`config.mk`:
```
export PLATFORM = sky130hd
export DESIGN_NAME = jpeg_exif_preview_locator_unit_flat
export DESIGN_NICKNAME = d
export VERILOG_FILES = /design/src/rtl/jxpl_pkg.sv /design/src/rtl/jxpl_channels.sv /design/src/rtl/jxpl_front.sv /design/src/rtl/jxpl_back.sv /design/src/rtl/jpeg_exif_preview_locator_unit.sv /design/src/flat_wrapper.sv
export SDC_FILE = /design/constraint.sdc
export NUM_CORES = 1
export LEC_CHECK = 0
export BUFFER_PORTS_ARGS = -buffer_cell sky130_fd_sc_hd__buf_2
export CAP_MARGIN = 20
export CORE_MARGIN = 3
export CORE_UTILIZATION = 55
export DETAILED_ROUTE_END_ITERATION = 6
export PLACE_DENSITY = 0.72
export SLEW_MARGIN = 5
export SYNTH_ARGS = -nofsm -noshare
export SYNTH_HDL_FRONTEND = slang
export SYNTH_HIERARCHICAL = 1
export SYNTH_SLANG_ARGS = --single-unit
```
`constraint.sdc`:
```
create_clock -name clk -period 4.9 [get_ports clk]
set_input_delay 0.98 -clock clk [delete_from_list [all_inputs] [get_ports clk]]
set_output_delay 0.98 -clock clk [all_outputs]
set_load 0.02 [all_outputs]
```
`src/rtl/jxpl_pkg.sv`:
```
// jxpl_pkg: shared types, constants and byte classification for the
// exif preview locator. No dependencies; imported by the front and back.
package jxpl_pkg;

  // byte values the marker walk looks for
  localparam logic [7:0] BYTE_FF  = 8'hFF;
  localparam logic [7:0] BYTE_SOI = 8'hD8;
  localparam logic [7:0] BYTE_EOI = 8'hD9;
  localparam logic [7:0] BYTE_TEM = 8'h01;
  localparam logic [7:0] BYTE_RST0 = 8'hD0;
  localparam logic [7:0] BYTE_RST7 = 8'hD7;
  localparam logic [7:0] BYTE_SOS = 8'hDA;
  localparam logic [7:0] BYTE_APP1 = 8'hE1;

  // "Exif\0\0" signature at the start of an app1 payload
  localparam int unsigned SIG_LEN = 6;
  localparam logic [7:0] EXIF_SIG [SIG_LEN] = '{8'h45, 8'h78, 8'h69, 8'h66, 8'h00, 8'h00};
  localparam logic [2:0] SIG_LAST_IDX = 3'(SIG_LEN - 1);

  // walk phase codes
  localparam logic [3:0] PH_SOI0 = 4'd0;
  localparam logic [3:0] PH_SOI1 = 4'd1;
  localparam logic [3:0] PH_SCAN = 4'd2;
  localparam logic [3:0] PH_MARK = 4'd3;
  localparam logic [3:0] PH_LENH = 4'd4;
  localparam logic [3:0] PH_LENL = 4'd5;
  localparam logic [3:0] PH_SKIP = 4'd6;
  localparam logic [3:0] PH_SIG  = 4'd7;
  localparam logic [3:0] PH_SEEK = 4'd8;
  localparam logic [3:0] PH_TAIL = 4'd9;

  // outcome of one walk step
  localparam logic [1:0] RES_GO   = 2'd0;
  localparam logic [1:0] RES_NONE = 2'd1;
  localparam logic [1:0] RES_HIT  = 2'd2;

  // queue between front and back
  localparam int unsigned QUEUE_DEPTH = 4;
  localparam int unsigned QPTR_W = $clog2(QUEUE_DEPTH);

  typedef struct packed {
    logic is_ff;
    logic is_soi;
    logic is_eoi;
    logic is_lone;
    logic is_sos;
    logic is_app1;
  } jxpl_cls_t;

  typedef struct packed {
    logic [7:0] data_byte;
    logic       last_byte;
    jxpl_cls_t  cls;
  } jxpl_item_t;

  function automatic jxpl_cls_t jxpl_classify(input logic [7:0] b);
    jxpl_cls_t c;
    c.is_ff   = (b == BYTE_FF);
    c.is_soi  = (b == BYTE_SOI);
    c.is_eoi  = (b == BYTE_EOI);
    c.is_lone = (b == BYTE_SOI) || (b == BYTE_EOI) || (b == BYTE_TEM) ||
                ((b >= BYTE_RST0) && (b <= BYTE_RST7));
    c.is_sos  = (b == BYTE_SOS);
    c.is_app1 = (b == BYTE_APP1);
    return c;
  endfunction

endpackage

```
`src/rtl/jxpl_channels.sv`:
```
// jxpl_in_if / jxpl_out_if: valid/ready channels for head bytes and results.
// No dependencies.
interface jxpl_in_if;
  logic       valid;
  logic       ready;
  logic [7:0] data_byte;
  logic       last_byte;

  modport source (output valid, output data_byte, output last_byte, input ready);
  modport sink (input valid, input data_byte, input last_byte, output ready);
endinterface

interface jxpl_out_if;
  logic        valid;
  logic        ready;
  logic        found;
  logic [19:0] preview_offset;
  logic [15:0] preview_length;

  modport source (output valid, output found, output preview_offset,
                  output preview_length, input ready);
  modport sink (input valid, input found, input preview_offset,
                input preview_length, output ready);
endinterface

```
`src/rtl/jxpl_front.sv`:
```
// jxpl_front: accepts head bytes, classifies them and queues them for the back.
// Depends on jxpl_pkg and jxpl_in_if.
module jxpl_front (
  input  logic                 clk,
  input  logic                 rst_n,
  jxpl_in_if.sink              in_chan,
  output logic                 q_valid,
  output jxpl_pkg::jxpl_item_t q_item,
  input  logic                 q_pop
);
  import jxpl_pkg::*;

  jxpl_item_t          mem_r [QUEUE_DEPTH];
  logic [QPTR_W-1:0]   wr_ptr_r, wr_ptr_nxt;
  logic [QPTR_W-1:0]   rd_ptr_r, rd_ptr_nxt;
  logic [QPTR_W:0]     cnt_r, cnt_nxt;
  logic                push;
  jxpl_item_t          new_item;

  // classify on the way in
  always_comb begin
    new_item.data_byte = in_chan.data_byte;
    new_item.last_byte = in_chan.last_byte;
    new_item.cls       = jxpl_classify(in_chan.data_byte);
  end

  assign in_chan.ready = (cnt_r != (QPTR_W+1)'(QUEUE_DEPTH));
  assign push          = in_chan.valid && in_chan.ready;
  assign q_valid       = (cnt_r != '0);
  assign q_item        = mem_r[rd_ptr_r];

  // pointer and fill count
  always_comb begin
    wr_ptr_nxt = push ? wr_ptr_r + 1'b1 : wr_ptr_r;
    rd_ptr_nxt = q_pop ? rd_ptr_r + 1'b1 : rd_ptr_r;
    cnt_nxt    = cnt_r + (QPTR_W+1)'(push) - (QPTR_W+1)'(q_pop);
  end

  always_ff @(posedge clk) begin
    if (!rst_n) begin
      wr_ptr_r <= '0;
      rd_ptr_r <= '0;
      cnt_r    <= '0;
    end else begin
      wr_ptr_r <= wr_ptr_nxt;
      rd_ptr_r <= rd_ptr_nxt;
      cnt_r    <= cnt_nxt;
    end
  end

  // queue storage
  always_ff @(posedge clk) begin
    if (push) begin
      mem_r[wr_ptr_r] <= new_item;
    end
  end

endmodule

```
`src/rtl/jxpl_back.sv`:
```
// jxpl_back: marker walk, exif signature check, preview search and result register.
// Depends on jxpl_pkg and jxpl_out_if; fed from jxpl_front's queue.
module jxpl_back #(
  parameter int unsigned HEAD_BYTES_MAX = 1048576
) (
  input  logic                 clk,
  input  logic                 rst_n,
  input  logic                 q_valid,
  input  jxpl_pkg::jxpl_item_t q_item,
  output logic                 q_pop,
  jxpl_out_if.source           out_chan
);
  import jxpl_pkg::*;

  localparam int unsigned POS_W = $clog2(HEAD_BYTES_MAX + 1);
  localparam logic [POS_W-1:0] POS_MAX = POS_W'(HEAD_BYTES_MAX);

  logic [3:0]       phase_r, phase_nxt;
  logic [POS_W-1:0] pos_r, pos_nxt;
  logic [15:0]      seg_r, seg_nxt;
  logic             app1_r, app1_nxt;
  logic [7:0]       len_hi_r, len_hi_nxt;
  logic [2:0]       sig_cnt_r, sig_cnt_nxt;
  logic [7:0]       held_r [SIG_LEN];
  logic [POS_W-1:0] start_r, start_nxt;
  logic [1:0]       prog_r, prog_nxt;
  logic             decided_r, decided_nxt;
  logic             replay_r, replay_nxt;
  logic [2:0]       rp_idx_r, rp_idx_nxt;
  logic             rp_last_r, rp_last_nxt;

  logic             out_valid_r;
  logic             found_r;
  logic [19:0]      off_r;
  logic [15:0]      len_r;

  logic [7:0]       cur_byte;
  jxpl_cls_t        cur_cls;
  logic             cur_last;
  logic             over;
  logic             active;
  logic [15:0]      seg_len;
  logic             sig_match;
  logic [1:0]       res;
  logic             start_rp;
  logic             held_we;
  logic [15:0]      hit_len;
  logic             finish;
  logic             dec_after;
  logic             emit;
  logic             can_emit;
  logic             advance;

  // current byte: queue head, or a held signature byte being replayed
  always_comb begin
    cur_byte = replay_r ? held_r[rp_idx_r] : q_item.data_byte;
    cur_cls  = replay_r ? jxpl_classify(cur_byte) : q_item.cls;
    cur_last = replay_r ? rp_last_r : q_item.last_byte;
  end

  assign over    = (pos_r == POS_MAX);
  assign active  = replay_r || q_valid;
  assign seg_len = {len_hi_r, cur_byte};
  assign hit_len = 16'(pos_r - start_r + POS_W'(1));

  // signature compare against the five held bytes and the current one
  always_comb begin
    sig_match = (cur_byte == EXIF_SIG[SIG_LEN-1]);
    for (int i = 0; i < SIG_LEN - 1; i++) begin
      sig_match = sig_match && (held_r[i] == EXIF_SIG[i]);
    end
  end

  // one walk step
  always_comb begin
    phase_nxt   = phase_r;
    seg_nxt     = seg_r;
    app1_nxt    = app1_r;
    len_hi_nxt  = len_hi_r;
    sig_cnt_nxt = sig_cnt_r;
    start_nxt   = start_r;
    prog_nxt    = prog_r;
    res         = RES_GO;
    start_rp    = 1'b0;
    held_we     = 1'b0;
    if (!replay_r && decided_r) begin
      res = RES_GO;
    end else if (!replay_r && over) begin
      res = RES_NONE;
    end else begin
      unique case (phase_r)
        PH_SOI0: begin
          if (!cur_cls.is_ff) res = RES_NONE;
          else phase_nxt = PH_SOI1;
        end
        PH_SOI1: begin
          if (!cur_cls.is_soi) res = RES_NONE;
          else phase_nxt = PH_SCAN;
        end
        PH_SCAN: begin
          if (cur_cls.is_ff) phase_nxt = PH_MARK;
        end
        PH_MARK: begin
          if (cur_cls.is_lone) begin
            phase_nxt = PH_SCAN;
          end else if (cur_cls.is_sos) begin
            res = RES_NONE;
          end else begin
            app1_nxt  = cur_cls.is_app1;
            phase_nxt = PH_LENH;
          end
        end
        PH_LENH: begin
          len_hi_nxt = cur_byte;
          phase_nxt  = PH_LENL;
        end
        PH_LENL: begin
          if (seg_len < 16'd2) begin
            res = RES_NONE;
          end else begin
            seg_nxt = seg_len - 16'd2;
            if (app1_r) begin
              sig_cnt_nxt = '0;
              phase_nxt   = PH_SIG;
            end else begin
              phase_nxt = (seg_len == 16'd2) ? PH_SCAN : PH_SKIP;
            end
          end
        end
        PH_SKIP: begin
          if (seg_r != '0) seg_nxt = seg_r - 16'd1;
          if (seg_nxt == '0) phase_nxt = PH_SCAN;
        end
        PH_SIG: begin
          held_we = 1'b1;
          if (sig_cnt_r != SIG_LAST_IDX) begin
            sig_cnt_nxt = sig_cnt_r + 3'd1;
          end else begin
            sig_cnt_nxt = '0;
            if (sig_match) begin
              if (seg_r <= 16'(SIG_LEN)) begin
                res = RES_NONE;
              end else begin
                seg_nxt   = seg_r - 16'(SIG_LEN);
                prog_nxt  = 2'd0;
                phase_nxt = PH_SEEK;
              end
            end else if (seg_r >= 16'(SIG_LEN)) begin
              seg_nxt   = seg_r - 16'(SIG_LEN);
              phase_nxt = (seg_r == 16'(SIG_LEN)) ? PH_SCAN : PH_SKIP;
            end else begin
              // segment ended inside the signature: walk on from the held bytes
              phase_nxt = PH_SCAN;
              start_rp  = 1'b1;
            end
          end
        end
        PH_SEEK: begin
          seg_nxt = seg_r - 16'd1;
          if (prog_r == 2'd2 && cur_cls.is_ff) begin
            start_nxt = pos_r - POS_W'(2);
            prog_nxt  = 2'd1;
            phase_nxt = PH_TAIL;
          end else if (cur_cls.is_ff) begin
            prog_nxt = 2'd1;
          end else if (prog_r == 2'd1 && cur_cls.is_soi) begin
            prog_nxt = 2'd2;
          end else begin
            prog_nxt = 2'd0;
          end
          if (seg_nxt == '0) res = RES_NONE;
        end
        PH_TAIL: begin
          seg_nxt = seg_r - 16'd1;
          if (prog_r == 2'd1 && cur_cls.is_eoi) begin
            res = RES_HIT;
          end else begin
            prog_nxt = cur_cls.is_ff ? 2'd1 : 2'd0;
            if (seg_nxt == '0) res = RES_NONE;
          end
        end
        default: res = RES_NONE;
      endcase
    end
  end

  // item completion and result handoff
  always_comb begin
    finish    = replay_r ? ((res != RES_GO) || (rp_idx_r == SIG_LAST_IDX)) : !start_rp;
    dec_after = decided_r || (res != RES_GO);
    emit      = active && finish && ((res != RES_GO) || (cur_last && !dec_after));
    can_emit  = !out_valid_r || out_chan.ready;
    advance   = active && (!emit || can_emit);
    q_pop     = !replay_r && q_valid && advance;
  end

  // control bookkeeping around the walk
  always_comb begin
    decided_nxt = dec_after;
    replay_nxt  = replay_r;
    rp_idx_nxt  = rp_idx_r;
    rp_last_nxt = rp_last_r;
    pos_nxt     = pos_r;
    if (replay_r) begin
      replay_nxt = !finish;
      rp_idx_nxt = rp_idx_r + 3'd1;
    end else begin
      pos_nxt = over ? pos_r : pos_r + POS_W'(1);
      if (start_rp) begin
        replay_nxt  = 1'b1;
        rp_idx_nxt  = seg_r[2:0];
        rp_last_nxt = q_item.last_byte;
      end
    end
  end

  always_ff @(posedge clk) begin
    if (!rst_n) begin
      phase_r   <= PH_SOI0;
      pos_r     <= '0;
      seg_r     <= '0;
      app1_r    <= 1'b0;
      len_hi_r  <= '0;
      sig_cnt_r <= '0;
      start_r   <= '0;
      prog_r    <= '0;
      decided_r <= 1'b0;
      replay_r  <= 1'b0;
      rp_idx_r  <= '0;
      rp_last_r <= 1'b0;
    end else if (advance) begin
      if (finish && cur_last) begin
        // head done: rearm for the next one
        phase_r   <= PH_SOI0;
        pos_r     <= '0;
        seg_r     <= '0;
        app1_r    <= 1'b0;
        len_hi_r  <= '0;
        sig_cnt_r <= '0;
        start_r   <= '0;
        prog_r    <= '0;
        decided_r <= 1'b0;
        replay_r  <= 1'b0;
        rp_idx_r  <= '0;
        rp_last_r <= 1'b0;
      end else begin
        phase_r   <= phase_nxt;
        pos_r     <= pos_nxt;
        seg_r     <= seg_nxt;
        app1_r    <= app1_nxt;
        len_hi_r  <= len_hi_nxt;
        sig_cnt_r <= sig_cnt_nxt;
        start_r   <= start_nxt;
        prog_r    <= prog_nxt;
        decided_r <= decided_nxt;
        replay_r  <= replay_nxt;
        rp_idx_r  <= rp_idx_nxt;
        rp_last_r <= rp_last_nxt;
      end
    end
  end

  // held signature bytes
  always_ff @(posedge clk) begin
    if (advance && held_we) begin
      held_r[sig_cnt_r] <= cur_byte;
    end
  end

  // result register
  always_ff @(posedge clk) begin
    if (!rst_n) begin
      out_valid_r <= 1'b0;
    end else if (emit && advance) begin
      out_valid_r <= 1'b1;
    end else if (out_chan.ready) begin
      out_valid_r <= 1'b0;
    end
  end

  always_ff @(posedge clk) begin
    if (emit && advance) begin
      found_r <= (res == RES_HIT);
      off_r   <= (res == RES_HIT) ? 20'(start_r) : '0;
      len_r   <= (res == RES_HIT) ? hit_len : '0;
    end
  end

  assign out_chan.valid          = out_valid_r;
  assign out_chan.found          = found_r;
  assign out_chan.preview_offset = off_r;
  assign out_chan.preview_length = len_r;

  // replay only runs through header phases, never the preview search
  a_replay_phase: assert property (@(posedge clk) disable iff (!rst_n)
    replay_r |-> (phase_r != PH_SEEK && phase_r != PH_TAIL))
    else $error("replay reached preview search");

  // no queue transfer while held bytes are being replayed
  a_replay_no_pop: assert property (@(posedge clk) disable iff (!rst_n)
    replay_r |-> !q_pop)
    else $error("queue popped during replay");

  // a found preview spans at least FF D8 FF D9
  a_found_len: assert property (@(posedge clk) disable iff (!rst_n)
    (out_valid_r && found_r) |-> (len_r >= 16'd4))
    else $error("preview length too short");

  // not-found results carry zero offset and length
  a_not_found_zero: assert property (@(posedge clk) disable iff (!rst_n)
    (out_valid_r && !found_r) |-> (off_r == '0 && len_r == '0))
    else $error("not-found result with nonzero payload");

  // a new result is loaded only when the previous one has been taken
  a_no_overwrite: assert property (@(posedge clk) disable iff (!rst_n)
    (out_valid_r && !out_chan.ready) |-> !(emit && advance))
    else $error("result overwritten before transfer");

endmodule

```
`src/rtl/jpeg_exif_preview_locator_unit.sv`:
```
// Exif preview locator: takes the head of a JPEG file one byte per transfer
// (last_byte on the final byte) and returns exactly one result per head: found
// with the embedded preview's FF D8 offset and length through FF D9, or found=0.
// Throughput is one byte per cycle while the result register is free to load; the
// back end also stalls the byte stream when an APP1 segment ends inside its six
// signature bytes and the walk resumes over the held bytes. A byte transfer
// reaches its result via the four-entry byte queue and then the result register.
// HEAD_BYTES_MAX bounds the bytes walked per head; later bytes give found=0.
// Depends on jxpl_pkg, jxpl_channels, jxpl_front and jxpl_back.
module jpeg_exif_preview_locator_unit #(
  parameter int unsigned HEAD_BYTES_MAX = 1048576
) (
  input  logic        clk,
  input  logic        rst_n,
  jxpl_in_if.sink     in_chan,
  jxpl_out_if.source  out_chan
);
  import jxpl_pkg::*;

  logic       q_valid;
  jxpl_item_t q_item;
  logic       q_pop;

  // byte classification and queue
  jxpl_front u_front (
    .clk     (clk),
    .rst_n   (rst_n),
    .in_chan (in_chan),
    .q_valid (q_valid),
    .q_item  (q_item),
    .q_pop   (q_pop)
  );

  // marker walk and preview search
  jxpl_back #(
    .HEAD_BYTES_MAX (HEAD_BYTES_MAX)
  ) u_back (
    .clk      (clk),
    .rst_n    (rst_n),
    .q_valid  (q_valid),
    .q_item   (q_item),
    .q_pop    (q_pop),
    .out_chan (out_chan)
  );

endmodule

```
`src/flat_wrapper.sv`:
```
// flat-port wrapper written by rule: the top's interface ports become plain ports
module jpeg_exif_preview_locator_unit_flat import jxpl_pkg::*;
#(
  parameter int unsigned HEAD_BYTES_MAX = 1048576
)
  (clk, rst_n, in_chan_valid, in_chan_data_byte, in_chan_last_byte, in_chan_ready, out_chan_valid, out_chan_found, out_chan_preview_offset, out_chan_preview_length, out_chan_ready);
  jxpl_in_if in_chan_i ();
  jxpl_out_if out_chan_i ();
  input  logic clk;
  input  logic rst_n;
  input wire logic [$bits(in_chan_i.valid)-1:0] in_chan_valid;
  input wire logic [$bits(in_chan_i.data_byte)-1:0] in_chan_data_byte;
  input wire logic [$bits(in_chan_i.last_byte)-1:0] in_chan_last_byte;
  output wire logic [$bits(in_chan_i.ready)-1:0] in_chan_ready;
  output wire logic [$bits(out_chan_i.valid)-1:0] out_chan_valid;
  output wire logic [$bits(out_chan_i.found)-1:0] out_chan_found;
  output wire logic [$bits(out_chan_i.preview_offset)-1:0] out_chan_preview_offset;
  output wire logic [$bits(out_chan_i.preview_length)-1:0] out_chan_preview_length;
  input wire logic [$bits(out_chan_i.ready)-1:0] out_chan_ready;
  assign in_chan_i.valid = in_chan_valid;
  assign in_chan_i.data_byte = in_chan_data_byte;
  assign in_chan_i.last_byte = in_chan_last_byte;
  assign in_chan_ready = in_chan_i.ready;
  assign out_chan_valid = out_chan_i.valid;
  assign out_chan_found = out_chan_i.found;
  assign out_chan_preview_offset = out_chan_i.preview_offset;
  assign out_chan_preview_length = out_chan_i.preview_length;
  assign out_chan_i.ready = out_chan_ready;
  jpeg_exif_preview_locator_unit #(.HEAD_BYTES_MAX(HEAD_BYTES_MAX)) u_core (.clk(clk), .rst_n(rst_n), .in_chan(in_chan_i), .out_chan(out_chan_i));
endmodule
```
==> metrics.txt, run 1 <==
largest net degree at the start of global routing=40; count of pins over their slew limit=0; placed insts=1628; WL final=34200 um; outcome=complete, no violations; Antenna Diode Count=0; reg-to-reg slack, setup=260 ps; CORE AREA=24400 sq um; initial core utilization=0.561; Ys Warns=6; ANT nets after route=0; Final Skew=16.3 ps; DR vias=10.4k; CTS tree=built; fin cells=1678; leading area contributor after synthesis=edfxtp_1; share of the synthesized area in the top cell type=0.353; register bit total from synthesis=255; final setup violation count=0; library cells used by synthesis=103; # Max-Cap Violations=0; cell depth of the worst min-delay path=2; R2R depth=20; Avg Cell Area, Syn=10.7 sq um; worst hold slack=443 ps; total congestion overflow=0; Fmax=215 MHz; nets=1396; Syn Inst Count=1274; CP required=5340 ps; number of I/O pins=52; Max FO, Critical Path=32; P&R area growth vs syn=11.6%; Mapped Area=13700 sq um; first-pass GRT wire length=54200 um; deepest level of the CTS H-tree=1; final period utilization=0.947; main area contributors after synthesis=edfxtp_1 (35%), dfxtp_1 (14%), ha_1 (4.4%); die width=164 um; RSZ-0062 raised after global routing=false; crit end category=flop; Worst-Skew Late Latency=560 ps; Site Rows=57; Hold EP=u_core/u_back/start_r[18]$_SDFFE_PN0P_; 1st-iter DRT viols=859; Async S/R FF share, synth=0; Top FF cell, synth=edfxtp_1; GR Util All Layers=0.256; reg2reg end=u_core/u_front/cnt_r[2]$_SDFF_PN0_; full die area=26800 sq um; number of synthesized flops with an enable pin=161; mean number of vias per cell=6.20; area of the multi-input gates=6400 sq um; Reg clk slew, reported paths=60 ps; chip height=164 um; minimum clock period=4640 ps; root buffer cell=clkbuf_16; FF+latch area=6720 sq um; path type of the worst min-delay path=flop to flop; Slew @ Worst Pin=799 ps; initial antenna violation count=0; layout cell share with drive strength beyond 1=0.150; PortBufs=51; Synthesized Nets=1337; TritonRoute pass-1 iters=6; fillers=1989; Hold Vio Cnt, Final=0; Worst Setup Path Type=flop to flop; P_leak=5.59 nW; setup TNS=0 ps; CTS sink cnt=255; Hold Crit Start=u_core/u_back/start_r[18]$_SDFFE_PN0P_; Critical Path Source Type=flop; TritonCTS Buffers=27; Worst EP arrival=5080 ps; DP Wirelength=24800 um; DRC=0; maximum buffer depth of the clock tree=3; Max-slew headroom=0.467; Max IR drop VDD=0.394 mV; sequential area share after synthesis=0.491; per-cell routed wire length=20.4 um; vias in the first global route=9829; PD cells=539 nW/um^2; gp weighted congestion=0.971
==> cells by family (layout without fill, tap and decap cells) <==
family | Yosys count | count (layout) | share of synthesized area
muxes | 55 | 55 | 0.0559
and+or+nand+nor | 470 | 470 | 0.183
xor gates and xnor gates | 57 | 57 | 0.0365
AOI/OAI and AO/OA | 260 | 260 | 0.144
DFF | 255 | 255 | 0.491
adders and majority gates | 50 | 50 | 0.0468
buffers and inverters | 127 | 207 | 0.0428
==> placed cells by master (no fill, tap or decap), types with 13 or more instances in the layout <==
cell,Yosys,layout
nand3_1,30,30
dfxtp_1,94,93
clkbuf_16,0,27
nor2_1,94,93
a22o_1,19,19
nor2b_1,19,19
mux2i_1,33,33
xor2_1,19,19
o21ai_0,39,39
edfxtp_1,161,161
nand4_1,16,16
nor3_1,34,34
nand2b_1,13,13
and2_1,26,26
buf_4,4,47
xnor2_1,38,38
buf_2,19,51
or4_1,14,14
inv_1,51,51
and3_1,18,18
a21boi_1,20,20
nand2_1,109,109
or3_1,31,31
a21oi_1,37,37
nor4_1,18,18
ha_1,48,48
==> through the flow <==
stage                      util  cell area [sq um]  power, W  worst slack, ps
after floorplan               -              13700   0.00528              415
after global placement    0.589              14400   0.00611              172
after detailed placement  0.589              14400   0.00615              179
after CTS                 0.626              15300   0.00826              160
after global routing      0.626              15300   0.00869             54.4
final                     0.626              15300   0.00824              258
==> worst max-delay path, cell delays in order (launching register included) <==
cell and delay [ps]:
dfxtp_1 350, buf_12 240, mux2i_1 130, a22o_1 290, o31a_2 410, inv_2 220
nand4_2 180, a221oi_2 350, a2111oi_2 100, buf_4 170, a32o_1 250, o21ai_1 230
and3_1 260, ha_1 250, inv_1 60, ha_1 140, inv_1 50, fa_1 400
xnor2_1 150, xnor2_1 130, and2_1 150
==> where the power goes <==
part	switching [W]	leakage, nW	internal (W)
combinational	0.00203	2.87	0.00115
sequential	0.000184	2.27	0.00278
clock	0.000840	0.441	0.00125
==> per-layer routing <==
metal | global-route usage | wire [um] | vias to the layer above
li1 | - | - | 4897
met1 | 0.361 | 15100 | 4989
met2 | 0.397 | 15100 | 417
met3 | 0.0469 | 2630 | 98
met4 | 0.0977 | 1400 | 0
met5 | 0 | 0 | -
==> sequential cells by signal, summed over array words and instances, names as in the netlist, 4 cells and up, named ones only <==
register,flops
u_core/u_back/held_r,64
u_core/u_back/len_hi_r,8
u_core/u_back/out_chan.preview_length,16
u_core/u_back/out_chan.preview_offset,20
u_core/u_back/phase_r,4
u_core/u_back/pos_r,21
u_core/u_back/seg_r,16
u_core/u_back/start_r,20
u_core/u_front/mem_r,60
==> cells in the mapped netlist, types with 19 or more instances <==
| master | number |
|---|---|
| a21boi_1 | 20 |
| a21oi_1 | 37 |
| a22o_1 | 19 |
| and2_1 | 26 |
| buf_2 | 19 |
| clkbuf_1 | 38 |
| dfxtp_1 | 94 |
| edfxtp_1 | 161 |
| ha_1 | 48 |
| inv_1 | 51 |
| mux2i_1 | 33 |
| nand2_1 | 109 |
| nand3_1 | 30 |
| nor2_1 | 94 |
| nor2b_1 | 19 |
| nor3_1 | 34 |
| o21ai_0 | 39 |
| or3_1 | 31 |
| xnor2_1 | 38 |
| xor2_1 | 19 |
==> how the worst max path moves through the flow <==
stage                                                   endpoint  slack, ps  depth (start not counted)
after floorplan           u_core/u_back/out_chan.found$_DFFE_PP_        410                         12
after global placement        u_core/u_front/cnt_r[2]$_SDFF_PN0_        170                         19
after detailed placement      u_core/u_front/cnt_r[2]$_SDFF_PN0_        180                         18
after CTS                     u_core/u_front/cnt_r[2]$_SDFF_PN0_        160                         18
after global routing          u_core/u_front/cnt_r[2]$_SDFF_PN0_         50                         20
final                         u_core/u_front/cnt_r[2]$_SDFF_PN0_        260                         20
==> final cells by class <==
class                           instances  area share
Timing Repair Buffer                   99      0.0411
Clock inverter                         14      0.0126
Clock buffer                           36      0.0471
Tap cell                              324      0.0265
Inverter                               58      0.0142
Multi-Input combinational cell        892       0.419
Sequential cell                       255       0.440
==> repair_timing <==
action,in CTS,in global routing
endpoints found under the setup margin,0,25
hold endpoints to repair,0,0
hold buffers,0,0
gates resized for setup,0,2
buffers inserted,0,0
(Power assumes the default switching activity.)
==> run 2, diff against run 1 <==
==> constraint.sdc (replaced) <==
create_clock -name clk -period 4.9 [get_ports clk]
set_input_delay 0.245 -clock clk [delete_from_list [all_inputs] [get_ports clk]]
set_output_delay 0.245 -clock clk [all_outputs]
set_load 0.02 [all_outputs]
==> run 2 against run 1 <==
  * Hold slack got worse by 430 ps
  * First-iteration DRC count decreased by 4.9%
  * Non-clock buffer count up 6
  * Core utilization up 0.27 points
  * Clock-buffer cell count is 6 higher
  * Critical path type unchanged
==> metrics.txt, run 2 (synthesis gave the netlist of run 1 again) <==
Finished Core Util=0.629 (+0.00272); R2R depth=18 (-10%); outcome=complete, no violations; initial core utilization=0.561 (unchanged); PD cells=535 nW/um^2 (-0.83%); TritonRoute pass-1 iters=5 (-1); mean number of vias per cell=6.14 (-0.93%); Hold EP=u_core/u_front/mem_r[3][9]$_DFFE_PP_; P&R area growth vs syn=12.1%; full die area=26800 sq um (unchanged); Fmax=218 MHz (+1.1%); initial antenna violation count=0 (unchanged); count of pins over their slew limit=0 (unchanged); CP required=5340 ps (about the same); setup TNS=0 ps (unchanged); Max IR drop VDD=0.351 mV (-11%); CORE AREA=24400 sq um (unchanged); per-cell routed wire length=20.5 um (+0.29%); final period utilization=0.937 (-0.0104); Worst-Skew Late Latency=550 ps (about the same); DR vias=10.3k (-0.58%); Worst Setup Path Type=flop to flop; Worst EP arrival=5030 ps (-50 ps); RSZ-0062 raised after global routing=false; placed insts=1627 (-0.061%); CTS tree=built; delay of the slowest cell on the worst path=600 ps (+190 ps); CTS sink cnt=255 (unchanged); P_leak=5.61 nW (+0.46%); # Max-Cap Violations=0 (unchanged); Reg clk slew, reported paths=60 ps (about the same); deepest level of the CTS H-tree=1 (unchanged); largest net degree at the start of global routing=47 (+18%); Top Registers=u_core/u_back/held_r (64), u_core/u_front/mem_r (60), u_core/u_back/pos_r (21); reg2reg end=u_core/u_front/cnt_r[2]$_SDFF_PN0_; commonest non-fill, non-tap cell in the layout=edfxtp_1; most frequent cells in the layout=edfxtp_1 (161), nand2_1 (109), nor2_1 (93), dfxtp_1 (93); reg-to-reg slack, setup=310 ps (+50 ps); cell depth of the worst min-delay path=1 (-1); minimum clock period=4590 ps (-50.8 ps); Max-slew headroom=0.461 (-0.00602); layout cell share with drive strength beyond 1=0.149 (-0.00140); max FFs per register=64 (unchanged); WL final=34500 um (+0.65%); TritonCTS Buffers=27 (unchanged); Slew @ Worst Pin=808 ps (+9.02 ps); 1st-iter DRT viols=817 (-4.9%); PortBufs=51 (unchanged); die width=164 um (unchanged); DRC=0 (unchanged); vias in the first global route=9921 (+0.94%); Hold Crit Start=in_chan_data_byte[2]; DP Wirelength=24800 um (about the same); nets=1402 (+0.43%); Max FO, Critical Path=32 (unchanged); Top reg by flops=u_core/u_back/held_r; Worst path slowest cell=or4_4; root buffer cell=clkbuf_16; path type of the worst min-delay path=input pin to flop; GR Util All Layers=0.258 (+0.00244); Final Skew=13.8 ps (-2.51 ps); crit end category=flop; CP Cell Sequence=buf_12 > mux2i_1 > a22oi_1 > a31oi_2 > or4_4 > o32ai_4 > o32a_2 > nand4b_1 > o21ai_1 > and3_1 > ha_1 > inv_1 > ha_1 > inv_1 > fa_1 > xnor2_1 > xnor2_1 > and2_1; maximum buffer depth of the clock tree=3 (unchanged); Site Rows=57 (unchanged); number of I/O pins=52 (unchanged); PnR Total Power=0.00821 W (-0.40%); Hold Vio Cnt, Final=0 (unchanged); Critical Path Source Type=flop; final setup violation count=0 (unchanged); Antenna Diode Count=0 (unchanged); first-pass GRT wire length=55000 um (+1.6%); gp weighted congestion=0.970 (about the same); fin cells=1684 (+0.36%); chip height=164 um (unchanged); ANT nets after route=0 (unchanged); total congestion overflow=0 (unchanged)
==> run 2: cell count changes in the layout (fill, tap and decap cells not counted), sizes merged <==
cell         change
buf              -1
bufinv           -2
clkbuf           +6
clkinv           -3
clkinvlp         -1
dlygate4sd3      +7
==> run 2: report_power, final <==
group          switching [W]  internal (W)
registers           0.000178       0.00278
logic                0.00203       0.00116
clock network       0.000834       0.00122
==> run 2: stage by stage <==
stage | instance area (sq um) | setup WS (ps) | hold slack [ps]
2_1_floorplan | 13700 | 415 | 344
3_3_place_gp | 14400 | 174 | 437
3_5_place_dp | 14400 | 190 | 439
4_1_cts | 15300 | 195 | 12.8
5_1_grt | 15300 | 28.5 | 17.0
6_report | 15300 | 309 | 17.4
==> run 2: area by class of cell <==
class | instances | area [sq um]
Timing Repair Buffer | 105 | 691
Sequential cell | 255 | 6720
Multi-Input combinational cell | 892 | 6410
Clock inverter | 8 | 108
Tap cell | 324 | 405
Clock buffer | 42 | 795
Inverter | 58 | 220
Fill cell | 2044 | 9040
==> run 2: layer usage <==
metal,vias to the layer above,part of all wire,global-route usage
li1,4890,-,-
met1,5001,0.45,0.363
met2,372,0.45,0.413
met3,78,0.070,0.0421
met4,0,0.032,0.0823
met5,-,0,0
==> run 2: how the worst max path moves through the flow <==
stage | from | slack, ps | cells after the start | to
final | flop | 310 | 18 | u_core/u_front/cnt_r[2]$_SDFF_PN0_
after global routing | flop | 30 | 18 | u_core/u_front/cnt_r[2]$_SDFF_PN0_
after CTS | u_core/u_back/seg_r[1]$_SDFFE_PN0P_ | 190 | 13 | u_core/u_back/pos_r[15]$_SDFFE_PN0P_
after detailed placement | u_core/u_back/seg_r[1]$_SDFFE_PN0P_ | 190 | 13 | u_core/u_back/pos_r[15]$_SDFFE_PN0P_
after global placement | u_core/u_back/seg_r[1]$_SDFFE_PN0P_ | 170 | 19 | u_core/u_front/cnt_r[2]$_SDFF_PN0_
after floorplan | flop | 410 | 12 | u_core/u_back/out_chan.found$_DFFE_PP_
==> run 2: worst max-delay path, delay by kind of cell, from the launching register on <==
kind            cells  cell delay (ps)
compound gates      5             1470
simple gates        4             1130
fa+ha+maj           3              780
flops               1              360
buf+inv             3              360
xor+xnor            2              270
mux                 1              110
==> run 2: what timing repair did <==
item                                    4_1_cts  5_1_grt
endpoints found under the hold margin        28        0
hold buffers                                  7        0
buffers inserted                              0        0
endpoints found under the setup margin        0        6
gates resized for setup                       0        4
